<file path="config.mk">
export PLATFORM = sky130hd
export DESIGN_NAME = rfb_client_message_parser_flat
export DESIGN_NICKNAME = d
export VERILOG_FILES = /design/src/rtl/core/rfbp_pkg.sv /design/src/rtl/core/rfbp_ifs.sv /design/src/rtl/core/rfbp_front.sv /design/src/rtl/core/rfbp_queue.sv /design/src/rtl/core/rfbp_back.sv /design/src/rtl/core/rfb_client_message_parser.sv /design/src/flat_wrapper.sv
export SDC_FILE = /design/constraint.sdc
export NUM_CORES = 1
export LEC_CHECK = 0
export ABC_AREA = 1
export BUFFER_PORTS_ARGS = -buffer_cell sky130_fd_sc_hd__buf_2
export CORE_MARGIN = 2
export CORE_UTILIZATION = 65
export CTS_CLUSTER_DIAMETER = 60
export DETAILED_ROUTE_END_ITERATION = 6
export GPL_ROUTABILITY_DRIVEN = 1
export MAX_ROUTING_LAYER = met4
export PLACE_DENSITY = 0.84
export SLEW_MARGIN = 30
export SYNTH_ARGS = -nofsm -noshare
export SYNTH_HDL_FRONTEND = slang
export SYNTH_SLANG_ARGS = --single-unit
</file>
<file path="constraint.sdc">
create_clock -name i_clk -period 23.4 [get_ports i_clk]
set_input_delay 3.51 -clock i_clk [delete_from_list [all_inputs] [get_ports i_clk]]
set_output_delay 3.51 -clock i_clk [all_outputs]
set_load 0.05 [all_outputs]
</file>
<file path="src/rtl/core/rfbp_pkg.sv">
// Shared types, codes and constants of the RFB client stream parser.
package rfbp_pkg;

    // Version string handling
    localparam int unsigned VERSION_LEN = 12;
    localparam int unsigned MINOR_POS   = 10;
    localparam int unsigned HDR_DEPTH   = 12;
    localparam int unsigned HDR_IDX_W   = $clog2(HDR_DEPTH);

    // Event codes carried on the result channel
    localparam logic [3:0] EV_V3      = 4'd0;
    localparam logic [3:0] EV_V7      = 4'd1;
    localparam logic [3:0] EV_INIT    = 4'd2;
    localparam logic [3:0] EV_PIXFMT  = 4'd3;
    localparam logic [3:0] EV_ENCS    = 4'd4;
    localparam logic [3:0] EV_UPDATE  = 4'd5;
    localparam logic [3:0] EV_KEY     = 4'd6;
    localparam logic [3:0] EV_POINTER = 4'd7;
    localparam logic [3:0] EV_CUTTEXT = 4'd8;
    localparam logic [3:0] EV_ERROR   = 4'd9;

    // Client message type bytes
    localparam logic [7:0] MT_PIXFMT  = 8'd0;
    localparam logic [7:0] MT_ENCS    = 8'd2;
    localparam logic [7:0] MT_UPDATE  = 8'd3;
    localparam logic [7:0] MT_KEY     = 8'd4;
    localparam logic [7:0] MT_POINTER = 8'd5;
    localparam logic [7:0] MT_CUTTEXT = 8'd6;

    // Negotiated minor versions
    localparam logic [3:0] MINOR_3 = 4'd3;
    localparam logic [3:0] MINOR_7 = 4'd7;
    localparam logic [3:0] MINOR_8 = 4'd8;
    localparam logic [3:0] MINOR_NONE = 4'd0;

    // Queue between parser front and output back
    localparam int unsigned QUEUE_DEPTH = 2;
    localparam int unsigned QPTR_W      = (QUEUE_DEPTH > 1) ? $clog2(QUEUE_DEPTH) : 1;
    localparam int unsigned QCNT_W      = $clog2(QUEUE_DEPTH + 1);

    // One parsed event: code, version and message bytes 1..9
    typedef struct packed {
        logic [3:0]      ev;
        logic [3:0]      ver;
        logic [8:0][7:0] body;
    } t_rec;

    // Expected version string byte; the minor digit position is checked apart
    function automatic logic [7:0] ver_char(input logic [HDR_IDX_W-1:0] idx);
        logic [7:0] c;
        case (idx)
            4'd0:    c = 8'h52; // 'R'
            4'd1:    c = 8'h46; // 'F'
            4'd2:    c = 8'h42; // 'B'
            4'd3:    c = 8'h20; // ' '
            4'd4:    c = 8'h30; // '0'
            4'd5:    c = 8'h30;
            4'd6:    c = 8'h33; // '3'
            4'd7:    c = 8'h2e; // '.'
            4'd8:    c = 8'h30;
            4'd9:    c = 8'h30;
            4'd11:   c = 8'h0a; // newline
            default: c = 8'h00;
        endcase
        return c;
    endfunction

    // Minor digit to negotiated version, none for an unsupported digit
    function automatic logic [3:0] minor_of(input logic [7:0] c);
        logic [3:0] m;
        case (c)
            8'h33:   m = MINOR_3;
            8'h35:   m = MINOR_3;
            8'h37:   m = MINOR_7;
            8'h38:   m = MINOR_8;
            default: m = MINOR_NONE;
        endcase
        return m;
    endfunction

endpackage

</file>
<file path="src/rtl/core/rfbp_ifs.sv">
// Valid/ready channel interfaces for received bytes and parsed events.
interface rfbp_in_if;
    logic       valid;
    logic       ready;
    logic [7:0] rx_byte;

    modport source (output valid, output rx_byte, input ready);
    modport sink   (input valid, input rx_byte, output ready);
endinterface

interface rfbp_out_if;
    logic        valid;
    logic        ready;
    logic [3:0]  event_res;
    logic [3:0]  proto_version;
    logic [7:0]  incremental;
    logic [15:0] rect_x;
    logic [15:0] rect_y;
    logic [15:0] rect_w;
    logic [15:0] rect_h;
    logic [31:0] keysym;
    logic [7:0]  key_down;

    modport source (output valid, output event_res, output proto_version, output incremental,
                    output rect_x, output rect_y, output rect_w, output rect_h,
                    output keysym, output key_down, input ready);
    modport sink   (input valid, input event_res, input proto_version, input incremental,
                    input rect_x, input rect_y, input rect_w, input rect_h,
                    input keysym, input key_down, output ready);
endinterface

</file>
<file path="src/rtl/core/rfbp_front.sv">
// Parser front: takes one byte a beat, tracks phase and framing, queues events.
module rfbp_front
    import rfbp_pkg::*;
(
    input  logic         i_clk,
    input  logic         i_rst_n,
    rfbp_in_if.sink      i_rx,
    input  logic         i_q_ready,
    output logic         o_push,
    output t_rec         o_rec
);

    typedef enum logic [1:0] {PH_VERSION, PH_INIT, PH_MAIN, PH_FAILED} t_phase;

    t_phase      r_phase, n_phase;
    logic [32:0] r_count, n_count;
    logic [32:0] r_len,   n_len;
    logic [7:0]  r_kind,  n_kind;
    logic [3:0]  r_neg,   n_neg;
    logic        r_pre,   n_pre;
    logic [7:0]  r_hdr [HDR_DEPTH];

    logic        accept;
    logic [7:0]  b;
    logic [32:0] cnt_inc;
    logic [7:0]  view [1:9];
    logic        pre_ok;
    logic [3:0]  minor;
    logic        first;
    logic [7:0]  cur_kind;
    logic [32:0] cur_len;
    logic [32:0] len_eff;
    logic        known;
    logic        hdr_we;
    logic [3:0]  ev;
    logic [3:0]  ver;

    assign i_rx.ready = i_q_ready;
    assign accept     = i_rx.valid & i_q_ready;
    assign b          = i_rx.rx_byte;
    assign cnt_inc    = r_count + 33'd1;
    assign first      = (r_count == 33'd0);

    // Message bytes as seen at this beat: the current byte overrides its slot
    always_comb begin
        for (int i = 1; i <= 9; i++) begin
            view[i] = (r_count == 33'(i)) ? b : r_hdr[i];
        end
    end

    // Version string checks
    assign pre_ok = r_pre & ((r_count == 33'(MINOR_POS)) ||
                             (b == ver_char(r_count[HDR_IDX_W-1:0])));
    assign minor  = minor_of(r_hdr[MINOR_POS]);

    // Type byte lookup: fixed lengths, zero while the length comes later
    always_comb begin
        known   = 1'b1;
        cur_len = r_len;
        if (first) begin
            case (b)
                MT_PIXFMT:  cur_len = 33'd20;
                MT_ENCS:    cur_len = 33'd0;
                MT_UPDATE:  cur_len = 33'd10;
                MT_KEY:     cur_len = 33'd8;
                MT_POINTER: cur_len = 33'd6;
                MT_CUTTEXT: cur_len = 33'd0;
                default: begin
                    known   = 1'b0;
                    cur_len = 33'd0;
                end
            endcase
        end
    end

    assign cur_kind = first ? b : r_kind;

    // Variable lengths become known at the 4th or 8th byte
    always_comb begin
        len_eff = cur_len;
        if (cur_kind == MT_ENCS && cnt_inc == 33'd4) begin
            len_eff = 33'd4 + {15'd0, view[2], view[3], 2'b00};
        end else if (cur_kind == MT_CUTTEXT && cnt_inc == 33'd8) begin
            len_eff = 33'd8 + {1'b0, view[4], view[5], view[6], view[7]};
        end
    end

    // Next state and event selection
    always_comb begin
        n_phase = r_phase;
        n_count = r_count;
        n_len   = r_len;
        n_kind  = r_kind;
        n_neg   = r_neg;
        n_pre   = r_pre;
        hdr_we  = 1'b0;
        o_push  = 1'b0;
        ev      = EV_ERROR;
        ver     = r_neg;
        case (r_phase)
            PH_VERSION: begin
                if (accept) begin
                    hdr_we  = 1'b1;
                    n_pre   = pre_ok;
                    n_count = cnt_inc;
                    if (r_count == 33'(VERSION_LEN - 1)) begin
                        n_count = 33'd0;
                        n_pre   = 1'b1;
                        o_push  = 1'b1;
                        if (pre_ok && minor != MINOR_NONE) begin
                            n_neg   = minor;
                            n_phase = PH_INIT;
                            ev      = (minor >= MINOR_7) ? EV_V7 : EV_V3;
                            ver     = minor;
                        end else begin
                            n_phase = PH_FAILED;
                        end
                    end
                end
            end
            PH_INIT: begin
                if (accept) begin
                    if (r_neg >= MINOR_7 && first) begin
                        n_count = cnt_inc;
                    end else begin
                        n_count = 33'd0;
                        n_phase = PH_MAIN;
                        o_push  = 1'b1;
                        ev      = EV_INIT;
                    end
                end
            end
            PH_MAIN: begin
                if (accept) begin
                    if (!known) begin
                        n_phase = PH_FAILED;
                        o_push  = 1'b1;
                    end else begin
                        hdr_we = (r_count < 33'(HDR_DEPTH));
                        n_kind = cur_kind;
                        if (len_eff != 33'd0 && cnt_inc == len_eff) begin
                            n_count = 33'd0;
                            n_len   = 33'd0;
                            o_push  = 1'b1;
                            case (cur_kind)
                                MT_PIXFMT:  ev = EV_PIXFMT;
                                MT_ENCS:    ev = EV_ENCS;
                                MT_UPDATE:  ev = EV_UPDATE;
                                MT_KEY:     ev = EV_KEY;
                                MT_POINTER: ev = EV_POINTER;
                                default:    ev = EV_CUTTEXT;
                            endcase
                        end else begin
                            n_count = cnt_inc;
                            n_len   = len_eff;
                        end
                    end
                end
            end
            default: ;
        endcase
    end

    // Event record toward the queue
    always_comb begin
        o_rec.ev  = ev;
        o_rec.ver = ver;
        for (int i = 0; i < 9; i++) begin
            o_rec.body[i] = view[i + 1];
        end
    end

    // Control state
    always_ff @(posedge i_clk) begin
        if (!i_rst_n) begin
            r_phase <= PH_VERSION;
            r_count <= '0;
            r_len   <= '0;
            r_kind  <= '0;
            r_neg   <= MINOR_NONE;
            r_pre   <= 1'b1;
        end else begin
            r_phase <= n_phase;
            r_count <= n_count;
            r_len   <= n_len;
            r_kind  <= n_kind;
            r_neg   <= n_neg;
            r_pre   <= n_pre;
        end
    end

    // Header byte store, first bytes of the current unit
    always_ff @(posedge i_clk) begin
        if (hdr_we) begin
            r_hdr[r_count[HDR_IDX_W-1:0]] <= b;
        end
    end

endmodule

</file>
<file path="src/rtl/core/rfbp_queue.sv">
// Short event queue between the parser front and the output back.
module rfbp_queue
    import rfbp_pkg::*;
(
    input  logic i_clk,
    input  logic i_rst_n,
    input  logic i_push,
    input  t_rec i_rec,
    output logic o_ready,
    input  logic i_pop,
    output logic o_valid,
    output t_rec o_rec
);

    t_rec              r_mem [QUEUE_DEPTH];
    logic [QPTR_W-1:0] r_wr, r_rd;
    logic [QCNT_W-1:0] r_cnt;
    logic              do_push, do_pop;

    assign o_ready = (r_cnt != QCNT_W'(QUEUE_DEPTH));
    assign o_valid = (r_cnt != '0);
    assign o_rec   = r_mem[r_rd];
    assign do_push = i_push & o_ready;
    assign do_pop  = i_pop & o_valid;

    // Pointers and fill count
    always_ff @(posedge i_clk) begin
        if (!i_rst_n) begin
            r_wr  <= '0;
            r_rd  <= '0;
            r_cnt <= '0;
        end else begin
            if (do_push) begin
                r_wr <= (r_wr == QPTR_W'(QUEUE_DEPTH - 1)) ? '0 : r_wr + 1'b1;
            end
            if (do_pop) begin
                r_rd <= (r_rd == QPTR_W'(QUEUE_DEPTH - 1)) ? '0 : r_rd + 1'b1;
            end
            case ({do_push, do_pop})
                2'b10:   r_cnt <= r_cnt + 1'b1;
                2'b01:   r_cnt <= r_cnt - 1'b1;
                default: r_cnt <= r_cnt;
            endcase
        end
    end

    // Storage
    always_ff @(posedge i_clk) begin
        if (do_push) begin
            r_mem[r_wr] <= i_rec;
        end
    end

endmodule

</file>
<file path="src/rtl/core/rfbp_back.sv">
// Output back: pops events, decodes big-endian fields into the result register.
module rfbp_back
    import rfbp_pkg::*;
(
    input  logic        i_clk,
    input  logic        i_rst_n,
    input  logic        i_q_valid,
    input  t_rec        i_rec,
    output logic        o_pop,
    rfbp_out_if.source  o_ev
);

    logic        r_valid;
    logic [3:0]  r_event, r_ver;
    logic [7:0]  r_incr, r_kdown;
    logic [15:0] r_x, r_y, r_w, r_h;
    logic [31:0] r_ksym;
    logic        is_upd, is_key;

    assign o_pop  = i_q_valid & (~r_valid | o_ev.ready);
    assign is_upd = (i_rec.ev == EV_UPDATE);
    assign is_key = (i_rec.ev == EV_KEY);

    // Beat valid flag
    always_ff @(posedge i_clk) begin
        if (!i_rst_n) begin
            r_valid <= 1'b0;
        end else if (~r_valid | o_ev.ready) begin
            r_valid <= i_q_valid;
        end
    end

    // Result payload; fields outside their event read as zero
    always_ff @(posedge i_clk) begin
        if (o_pop) begin
            r_event <= i_rec.ev;
            r_ver   <= i_rec.ver;
            r_incr  <= is_upd ? i_rec.body[0] : 8'd0;
            r_x     <= is_upd ? {i_rec.body[1], i_rec.body[2]} : 16'd0;
            r_y     <= is_upd ? {i_rec.body[3], i_rec.body[4]} : 16'd0;
            r_w     <= is_upd ? {i_rec.body[5], i_rec.body[6]} : 16'd0;
            r_h     <= is_upd ? {i_rec.body[7], i_rec.body[8]} : 16'd0;
            r_ksym  <= is_key ? {i_rec.body[3], i_rec.body[4], i_rec.body[5], i_rec.body[6]}
                              : 32'd0;
            r_kdown <= is_key ? i_rec.body[0] : 8'd0;
        end
    end

    assign o_ev.valid         = r_valid;
    assign o_ev.event_res     = r_event;
    assign o_ev.proto_version = r_ver;
    assign o_ev.incremental   = r_incr;
    assign o_ev.rect_x        = r_x;
    assign o_ev.rect_y        = r_y;
    assign o_ev.rect_w        = r_w;
    assign o_ev.rect_h        = r_h;
    assign o_ev.keysym        = r_ksym;
    assign o_ev.key_down      = r_kdown;

endmodule

</file>
<file path="src/rtl/core/rfb_client_message_parser.sv">
// RFB client stream parser, top level.
// i_rx carries the client byte stream, one byte a beat (valid/ready).
// o_ev carries one event beat per finished unit: version accepted, client
// init done, each framed client message, or an error, with the update
// request and key event fields decoded big-endian.
// Throughput: one byte a cycle while the queue has room; the per-byte framing
// step in the front sets this figure. An event passes from the front into the
// queue, then from the queue into the output register that drives o_ev.
// A two-entry queue and the output register sit between input and output,
// so bytes keep flowing while an event waits; i_rx.ready drops only when
// the queue is full because o_ev.ready has been held low.
// After an error event the block takes and drops every byte until reset.
// Reset (i_rst_n low, synchronous) returns to the version handshake with
// the queue and output empty.
module rfb_client_message_parser
    import rfbp_pkg::*;
(
    input  logic       i_clk,
    input  logic       i_rst_n,
    rfbp_in_if.sink    i_rx,
    rfbp_out_if.source o_ev
);

    logic push, q_ready, q_valid, pop;
    t_rec front_rec, q_rec;

    rfbp_front u_front (
        .i_clk     (i_clk),
        .i_rst_n   (i_rst_n),
        .i_rx      (i_rx),
        .i_q_ready (q_ready),
        .o_push    (push),
        .o_rec     (front_rec)
    );

    rfbp_queue u_queue (
        .i_clk   (i_clk),
        .i_rst_n (i_rst_n),
        .i_push  (push),
        .i_rec   (front_rec),
        .o_ready (q_ready),
        .i_pop   (pop),
        .o_valid (q_valid),
        .o_rec   (q_rec)
    );

    rfbp_back u_back (
        .i_clk     (i_clk),
        .i_rst_n   (i_rst_n),
        .i_q_valid (q_valid),
        .i_rec     (q_rec),
        .o_pop     (pop),
        .o_ev      (o_ev)
    );

endmodule

</file>
<file path="src/flat_wrapper.sv">
// flat-port wrapper written by rule: the top's interface ports become plain ports
module rfb_client_message_parser_flat import rfbp_pkg::*;
  (i_clk, i_rst_n, i_rx_valid, i_rx_rx_byte, i_rx_ready, o_ev_valid, o_ev_event_res, o_ev_proto_version, o_ev_incremental, o_ev_rect_x, o_ev_rect_y, o_ev_rect_w, o_ev_rect_h, o_ev_keysym, o_ev_key_down, o_ev_ready);
  rfbp_in_if i_rx_i ();
  rfbp_out_if o_ev_i ();
  input  logic i_clk;
  input  logic i_rst_n;
  input wire logic [$bits(i_rx_i.valid)-1:0] i_rx_valid;
  input wire logic [$bits(i_rx_i.rx_byte)-1:0] i_rx_rx_byte;
  output wire logic [$bits(i_rx_i.ready)-1:0] i_rx_ready;
  output wire logic [$bits(o_ev_i.valid)-1:0] o_ev_valid;
  output wire logic [$bits(o_ev_i.event_res)-1:0] o_ev_event_res;
  output wire logic [$bits(o_ev_i.proto_version)-1:0] o_ev_proto_version;
  output wire logic [$bits(o_ev_i.incremental)-1:0] o_ev_incremental;
  output wire logic [$bits(o_ev_i.rect_x)-1:0] o_ev_rect_x;
  output wire logic [$bits(o_ev_i.rect_y)-1:0] o_ev_rect_y;
  output wire logic [$bits(o_ev_i.rect_w)-1:0] o_ev_rect_w;
  output wire logic [$bits(o_ev_i.rect_h)-1:0] o_ev_rect_h;
  output wire logic [$bits(o_ev_i.keysym)-1:0] o_ev_keysym;
  output wire logic [$bits(o_ev_i.key_down)-1:0] o_ev_key_down;
  input wire logic [$bits(o_ev_i.ready)-1:0] o_ev_ready;
  assign i_rx_i.valid = i_rx_valid;
  assign i_rx_i.rx_byte = i_rx_rx_byte;
  assign i_rx_ready = i_rx_i.ready;
  assign o_ev_valid = o_ev_i.valid;
  assign o_ev_event_res = o_ev_i.event_res;
  assign o_ev_proto_version = o_ev_i.proto_version;
  assign o_ev_incremental = o_ev_i.incremental;
  assign o_ev_rect_x = o_ev_i.rect_x;
  assign o_ev_rect_y = o_ev_i.rect_y;
  assign o_ev_rect_w = o_ev_i.rect_w;
  assign o_ev_rect_h = o_ev_i.rect_h;
  assign o_ev_keysym = o_ev_i.keysym;
  assign o_ev_key_down = o_ev_i.key_down;
  assign o_ev_i.ready = o_ev_ready;
  rfb_client_message_parser u_core (.i_clk(i_clk), .i_rst_n(i_rst_n), .i_rx(i_rx_i), .o_ev(o_ev_i));
endmodule
</file>
==> results.ini, run 1 <==
[logic_synthesis]
synth-edff-count=360
post_synth_instance_area_um2=22400
netlist_top_cells_area=edfxtp_1 48%, nand2_1 15%, dfxtp_1 8.4%
synth-seq-cells=454
synth_top_flop_cell=edfxtp_1
async_flop_share_pct=0
synth_top_area_share_pct=48.3
ys_types=49
syn_inst=2573
synth.avg_cell_area_um2=8.69
yosys_warnings=0
yosys.area.top_type=edfxtp_1
seq_area_frac_synth_pct=56.7
syn_nets=2598

[critical_path]
cp_max_fo=71
crit_type=in2reg
crit_start=i_rx_rx_byte[1]
crit_chain=buf_2, inv_1, nand3_1, nand2_1, nor2_1, nand2_1, nor2_1, nand2_1, nor2_4, inv_2, nand3_1, nand2_1, nand2_1, nand2_1, nor2_1, nand2_1, nor2_1, nand2_1, nor2_2, nand2_4, o21ai_1, nand4_1, nor2_4, buf_6
cpPeakStageDelay_ns=0.66
critPathMostFrequentCell=nand2_1
startpoint_type=primary input
worst_path_max_delay_cell=nor2_4
worstReg2RegStart=u_core.u_front.r_count[0]
crit_required_ns=23.62
cp.arrival_ns=8.57
endpoint_kind=flop

[placed_design]
port_buffers=133
gp_congestion=1.02
dp_hpwl_um=44700

[sta]
fmax_mhz=120
fin_crit_sh_pct=35.7
skew_ns=0.0219
tightest_slew_ns=1.05
finalCriticalPeriod_ns=8.35
setup_tns_ns=0
hold_viol=0
slew_headroom_pct=29.6
finalMaxSlewViolations=0
finalSetupViolCount=0
hold_ws_ns=0.454
grt_setup_unrepaired=false

[routing]
route.detailed.drc=0
drt_first_iter_violations=2700
dr.pass1.iters=7
wire_per_inst_um=21.0
routed_wl_um=66500
final_antenna_net_count=0
via_per_inst=6.07
num_vias=19200

[clocking]
cts_tree=yes
cts_buffers=48
cts_buffer_depth=3
hold_buffers=0
htreeDepth=2
clk_pin_slew_ns=0.06
cts.sinks=454
clk-insertion-delay-late_ns=0.60
postCtsSetupRepairBufs=0
post_cts_resized=0
cts_root_buffer=clkbuf_16

[die]
die_h_um=190
dieArea_um2=35900
core_um2=33700
start_util_pct=66.4
top_level_ports=134
rows=67
fp.dieW_um=190

[grt]
grt_max_degree=81
grt_pass1_wl_um=102000
grt.overflow.total=0
antenna_found_initial=0
track_usage_pct=38.3
grt_pass1_vias=18100

[final_layout]
diodes=0
drive_gt1_share_pct=11.5
synthToLayoutAreaGrowth_pct=10.9
nets=2708

[run_status]
status=finished clean

[pwr]
p_per_area_nw_per_um2=97.1
p_leak_nw=9.90
vdd_drop_max_mv=0.138

[min_path]
hp-class=reg2reg
min-delay-start=u_core.u_queue.r_rd

[job]
drv_cap=0

-- where the power goes --
part | internal, W | switching [W] | leakage, nW
clock | 0.000419 | 0.000316 | 0.716
sequential | 0.00100 | 0.0000327 | 4.06
combinational | 0.000108 | 0.000532 | 5.12
-- cell families after synthesis --
family	synth area share, %
flops	56.7
xor+xnor	0.744
fa+ha+maj	0.727
buf+inv	5.14
compound gates	5.55
mux	1.83
simple gates	29.3
-- sequential cells by signal, summed over array words and instances, names as in the netlist, 32 cells and up, named ones only --
register,flops
u_core.u_back.o_ev.keysym,32
u_core.u_front.r_count,33
u_core.u_front.r_hdr,80
u_core.u_front.r_len,33
u_core.u_queue.r_mem,160
-- worst max-delay path: cells and delay by family --
| family | cells | cell delay [ns] |
|---|---|---|
| buffers and inverters | 4 | 1.60 |
| AOI/OAI and AO/OA | 1 | 0.13 |
| and+or+nand+nor | 19 | 3.20 |
-- final timing paths --
kind / slack (ns) / cells after the start / end
min: 0.45 / 1 / flop
max reg2reg: 16.56 / 29 / u_core.u_queue.r_mem[1][25]
min reg2reg: 0.45 / 1 / flop
max: 15.05 / 24 / u_core.u_queue.r_mem[1][25]
-- layout by cell type, fill, tap and decap left out, types with 7 or more instances in the layout --
| master | instances |
|---|---|
| clkinv_1 | 10 |
| a21oi_2 | 14 |
| nand3_1 | 230 |
| clkbuf_1 | 18 |
| a21oi_1 | 127 |
| nand2_2 | 26 |
| o21ai_1 | 9 |
| buf_4 | 12 |
| buf_2 | 133 |
| inv_2 | 11 |
| xor2_1 | 12 |
| nor3_1 | 13 |
| nand3_2 | 10 |
| nor2_2 | 20 |
| nand2_1 | 866 |
| xnor2_1 | 7 |
| edfxtp_1 | 360 |
| nor2_4 | 12 |
| nor2_1 | 300 |
| inv_1 | 173 |
| nand4_1 | 29 |
| nand3b_1 | 15 |
| dfxtp_1 | 93 |
| o21ai_0 | 65 |
| mux2i_1 | 41 |
| ha_1 | 13 |
| clkbuf_16 | 49 |
| nor4_1 | 8 |
-- cell usage after synthesis (all sizes together), types with 3 or more instances --
| library cell | count |
|---|---|
| o21ai | 76 |
| nor4 | 8 |
| nand3b | 15 |
| mux2i | 41 |
| or2 | 3 |
| nand4 | 29 |
| xnor2 | 7 |
| nor3 | 15 |
| nand2 | 894 |
| clkbuf | 57 |
| ha | 13 |
| a21oi | 142 |
| clkinv | 3 |
| nand3 | 241 |
| buf | 31 |
| nor2 | 332 |
| dfxtp | 94 |
| inv | 184 |
| edfxtp | 360 |
| xor2 | 12 |
-- stage by stage --
stage          cells  setup WS (ns)  total power (W)  area (um2)  util, %
2_1_floorplan   2573          12.35          0.00155       22400        -
3_3_place_gp    3081          14.51          0.00166       23300     69.1
3_5_place_dp    3081          14.36          0.00168       23300     69.2
4_1_cts         3167          14.97          0.00241       24800     73.6
5_1_grt         3167          14.67          0.00247       24800     73.6
6_report        3167          15.05          0.00241       24800     73.6
-- final cells by class --
cell class                 instances  area, um2
clock buffer                      70       1340
sequential                       454      12700
fill                            2362       8900
tap                              448        561
timing repair buffer             148        790
multi-input combinational       1844       8570
inverter                         187        703
clock inverter                    16        153
-- layer usage --
metal  share of wire, %  track usage, %  wire length (um)
met5                  0               -                 0
met4                4.1            15.1              2720
met3                 10            6.30              6810
met2                 47            60.7             31400
met1                 38            49.8             25600
(Power assumes the default switching activity.)
==> run 2: changes to the inputs <==
- CORE_UTILIZATION: 65 -> 61
- PLACE_DENSITY: 0.84 -> 0.8
- clock period: 23.4 -> 8.5 ns (I/O delays scaled with it)
==> run 2 against run 1 <==
Net effect: hold slack got worse by 0.0073 ns; die area increased by 6.4%; clock skew decreased by 0.0019 ns; critical endpoint is now u_core.u_queue.r_mem[0][22]; sequential power increased to 2.8 times the previous value.
==> results.ini, run 2 (synthesis gave the netlist of run 1 again) <==
[final_layout]
nets=2712  ; +0.15%
drive_gt1_share_pct=12.0  ; +0.41 points
diodes=0  ; unchanged
synthToLayoutAreaGrowth_pct=11.5
mostFrequentLayoutCells=866 x nand2_1, 360 x edfxtp_1, 300 x nor2_1
largest_register_ffs=160  ; unchanged
top_register=u_core.u_queue.r_mem
final_common_cell=nand2_1

[routing]
routed_wl_um=61600  ; -7.5%
route.detailed.drc=0  ; unchanged
num_vias=18500  ; -3.8%
drt_first_iter_violations=1954  ; -28%
dr.pass1.iters=6  ; -1
via_per_inst=5.79  ; -4.6%
wire_per_inst_um=19.3  ; -8.2%
final_antenna_net_count=0  ; unchanged

[critical_path]
endpoint_kind=flop
crit_type=reg2reg
cp.arrival_ns=6.95  ; -1.62 ns
worst_path_max_delay_cell=nor2_4
reg2reg_slack_ns=1.82  ; -14.74 ns
cpPeakStageDelay_ns=0.71  ; +0.05 ns
crit_required_ns=8.77  ; -14.85 ns
cp_max_fo=27  ; -62%
rr_worst_depth=28  ; -3.4%
critPathMostFrequentCell=nand2_1
startpoint_type=flop
rr_endpoint=u_core.u_queue.r_mem[0][22]
worstReg2RegStart=u_core.u_front.r_count[27]

[sta]
finalSetupViolCount=0  ; unchanged
hold_viol=0  ; unchanged
slew_headroom_pct=36.1  ; +6.5 points
finalCriticalPeriod_ns=6.68
setup_ws_ns=1.82  ; -13.23 ns
finalMaxSlewViolations=0  ; unchanged
fmax_mhz=150
setup_tns_ns=0  ; unchanged
fin_crit_sh_pct=78.6
skew_ns=0.0199  ; -0.00192 ns
tightest_slew_ns=0.958  ; -0.0879 ns
grt_setup_unrepaired=false

[pwr]
p_per_area_nw_per_um2=265  ; +170%
vdd_drop_max_mv=0.291  ; +110%
p_leak_nw=9.96  ; +0.65%

[clocking]
cts.sinks=454  ; unchanged
htreeDepth=2  ; unchanged
cts_tree=yes
post_cts_resized=0  ; unchanged
cts_buffer_depth=3  ; unchanged
cts_root_buffer=clkbuf_16
clk_pin_slew_ns=0.06  ; about the same
cts_buffers=48  ; unchanged
hold_buffers=0  ; unchanged
postCtsSetupRepairBufs=0  ; unchanged
clk-insertion-delay-late_ns=0.60  ; about the same

[placed_design]
port_buffers=133  ; unchanged
gp_congestion=1.03  ; +1.3%
dpl_worst_slack_ns=2.02  ; -12.33 ns
dp_hpwl_um=43500  ; -2.6%

[grt]
grt_use_met1_pct=43.1  ; -6.7 points
busiest_layer=met2
grt_pass1_wl_um=95100  ; -6.3%
grt.overflow.total=0  ; unchanged
use_met3_pct=7.37  ; +1.1 points
grt_pass1_vias=17500  ; -3.5%
antenna_found_initial=1  ; +1
grt_max_degree=82  ; +1.2%
track_usage_pct=33.3  ; -5.0 points
grt_use_met2_pct=51.2  ; -9.6 points

[die]
start_util_pct=61.5  ; -4.8 points
fp.dieW_um=196  ; +3.2%
die_h_um=196  ; +3.2%
rows=70  ; +4.5%
core_um2=36300  ; +7.9%
top_level_ports=134  ; unchanged
dieArea_um2=38200  ; +6.4%

[run_status]
status=finished clean

[min_path]
min-delay-start=u_core.u_queue.r_rd
hp-class=reg2reg
min_path_cells=1  ; unchanged

[job]
drv_cap=0  ; unchanged

run 2: changes by cell type in the layout (fill, tap and decap cells not counted):
cell       previous run  this run
buf_12                0         2
buf_4                12        16
buf_6                 3         1
clkbuf_1             18        14
clkbuf_8              3         6
clkinv_1             10         9
clkinv_16             0         1
clkinv_2              3         7
clkinv_4              1         0
inv_16                1         0
inv_8                 0         2
nand2_2              26        27
nand2_4               2         1
run 2: final cells by class:
class	count	area, um2
Sequential cell	454	12700
Fill cell	2838	11400
Multi-Input combinational cell	1844	8560
Clock buffer	69	1360
Timing Repair Buffer	152	837
Inverter	187	703
Tap cell	468	586
Clock inverter	20	193
run 2: routing by layer:
metal,part of all wire (%),wire length [um]
met3,9.7,5980
met1,40,24900
met4,4.5,2740
met5,0,0
met2,45,28000
run 2: how the worst max path moves through the flow:
| stage | startpoint | end | slack (ns) | depth (start not counted) |
|---|---|---|---|---|
| 2_1_floorplan | i_rx_rx_byte[0] | u_core.u_queue.r_mem[0][0] | 0.92 | 24 |
| 3_5_place_dp | i_rx_rx_byte[1] | u_core.u_queue.r_mem[0][72] | 2.02 | 22 |
| 4_1_cts | u_core.u_front.r_count[27] | u_core.u_queue.r_mem[0][74] | 2.01 | 28 |
| 3_3_place_gp | i_rx_rx_byte[0] | u_core.u_queue.r_mem[1][74] | 2.14 | 25 |
| 6_report | u_core.u_front.r_count[27] | u_core.u_queue.r_mem[0][22] | 1.82 | 28 |
| 5_1_grt | u_core.u_front.r_count[28] | u_core.u_queue.r_mem[0][72] | 1.38 | 28 |
run 2: worst max-delay path, delay by kind of cell (launching register included):
kind,cells,cell delay (ns)
adders and majority gates,1,0.24
and+or+nand+nor,22,4.24
DFF,1,0.36
buffers and inverters,3,0.88
AOI/OAI and AO/OA,2,0.62
run 2: report_power, final:
group | switching, W | internal [W] | leakage [nW] | total, W
combinational | 0.00143 | 0.000298 | 5.15 | 0.00173
clock | 0.000864 | 0.00118 | 0.757 | 0.00205
sequential | 0.0000917 | 0.00275 | 4.06 | 0.00284
run 2: per-stage QoR:
stage	hold slack (ns)	utilization (%)	power [W]	std cells	cell area, um2
6_report	0.447	68.6	0.00662	3194	24900
5_1_grt	0.476	68.6	0.00683	3194	24900
4_1_cts	0.459	68.6	0.00665	3194	24900
3_5_place_dp	0.453	64.3	0.00461	3105	23400
3_3_place_gp	0.430	64.3	0.00457	3105	23400
2_1_floorplan	0.426	-	0.00424	2573	22400
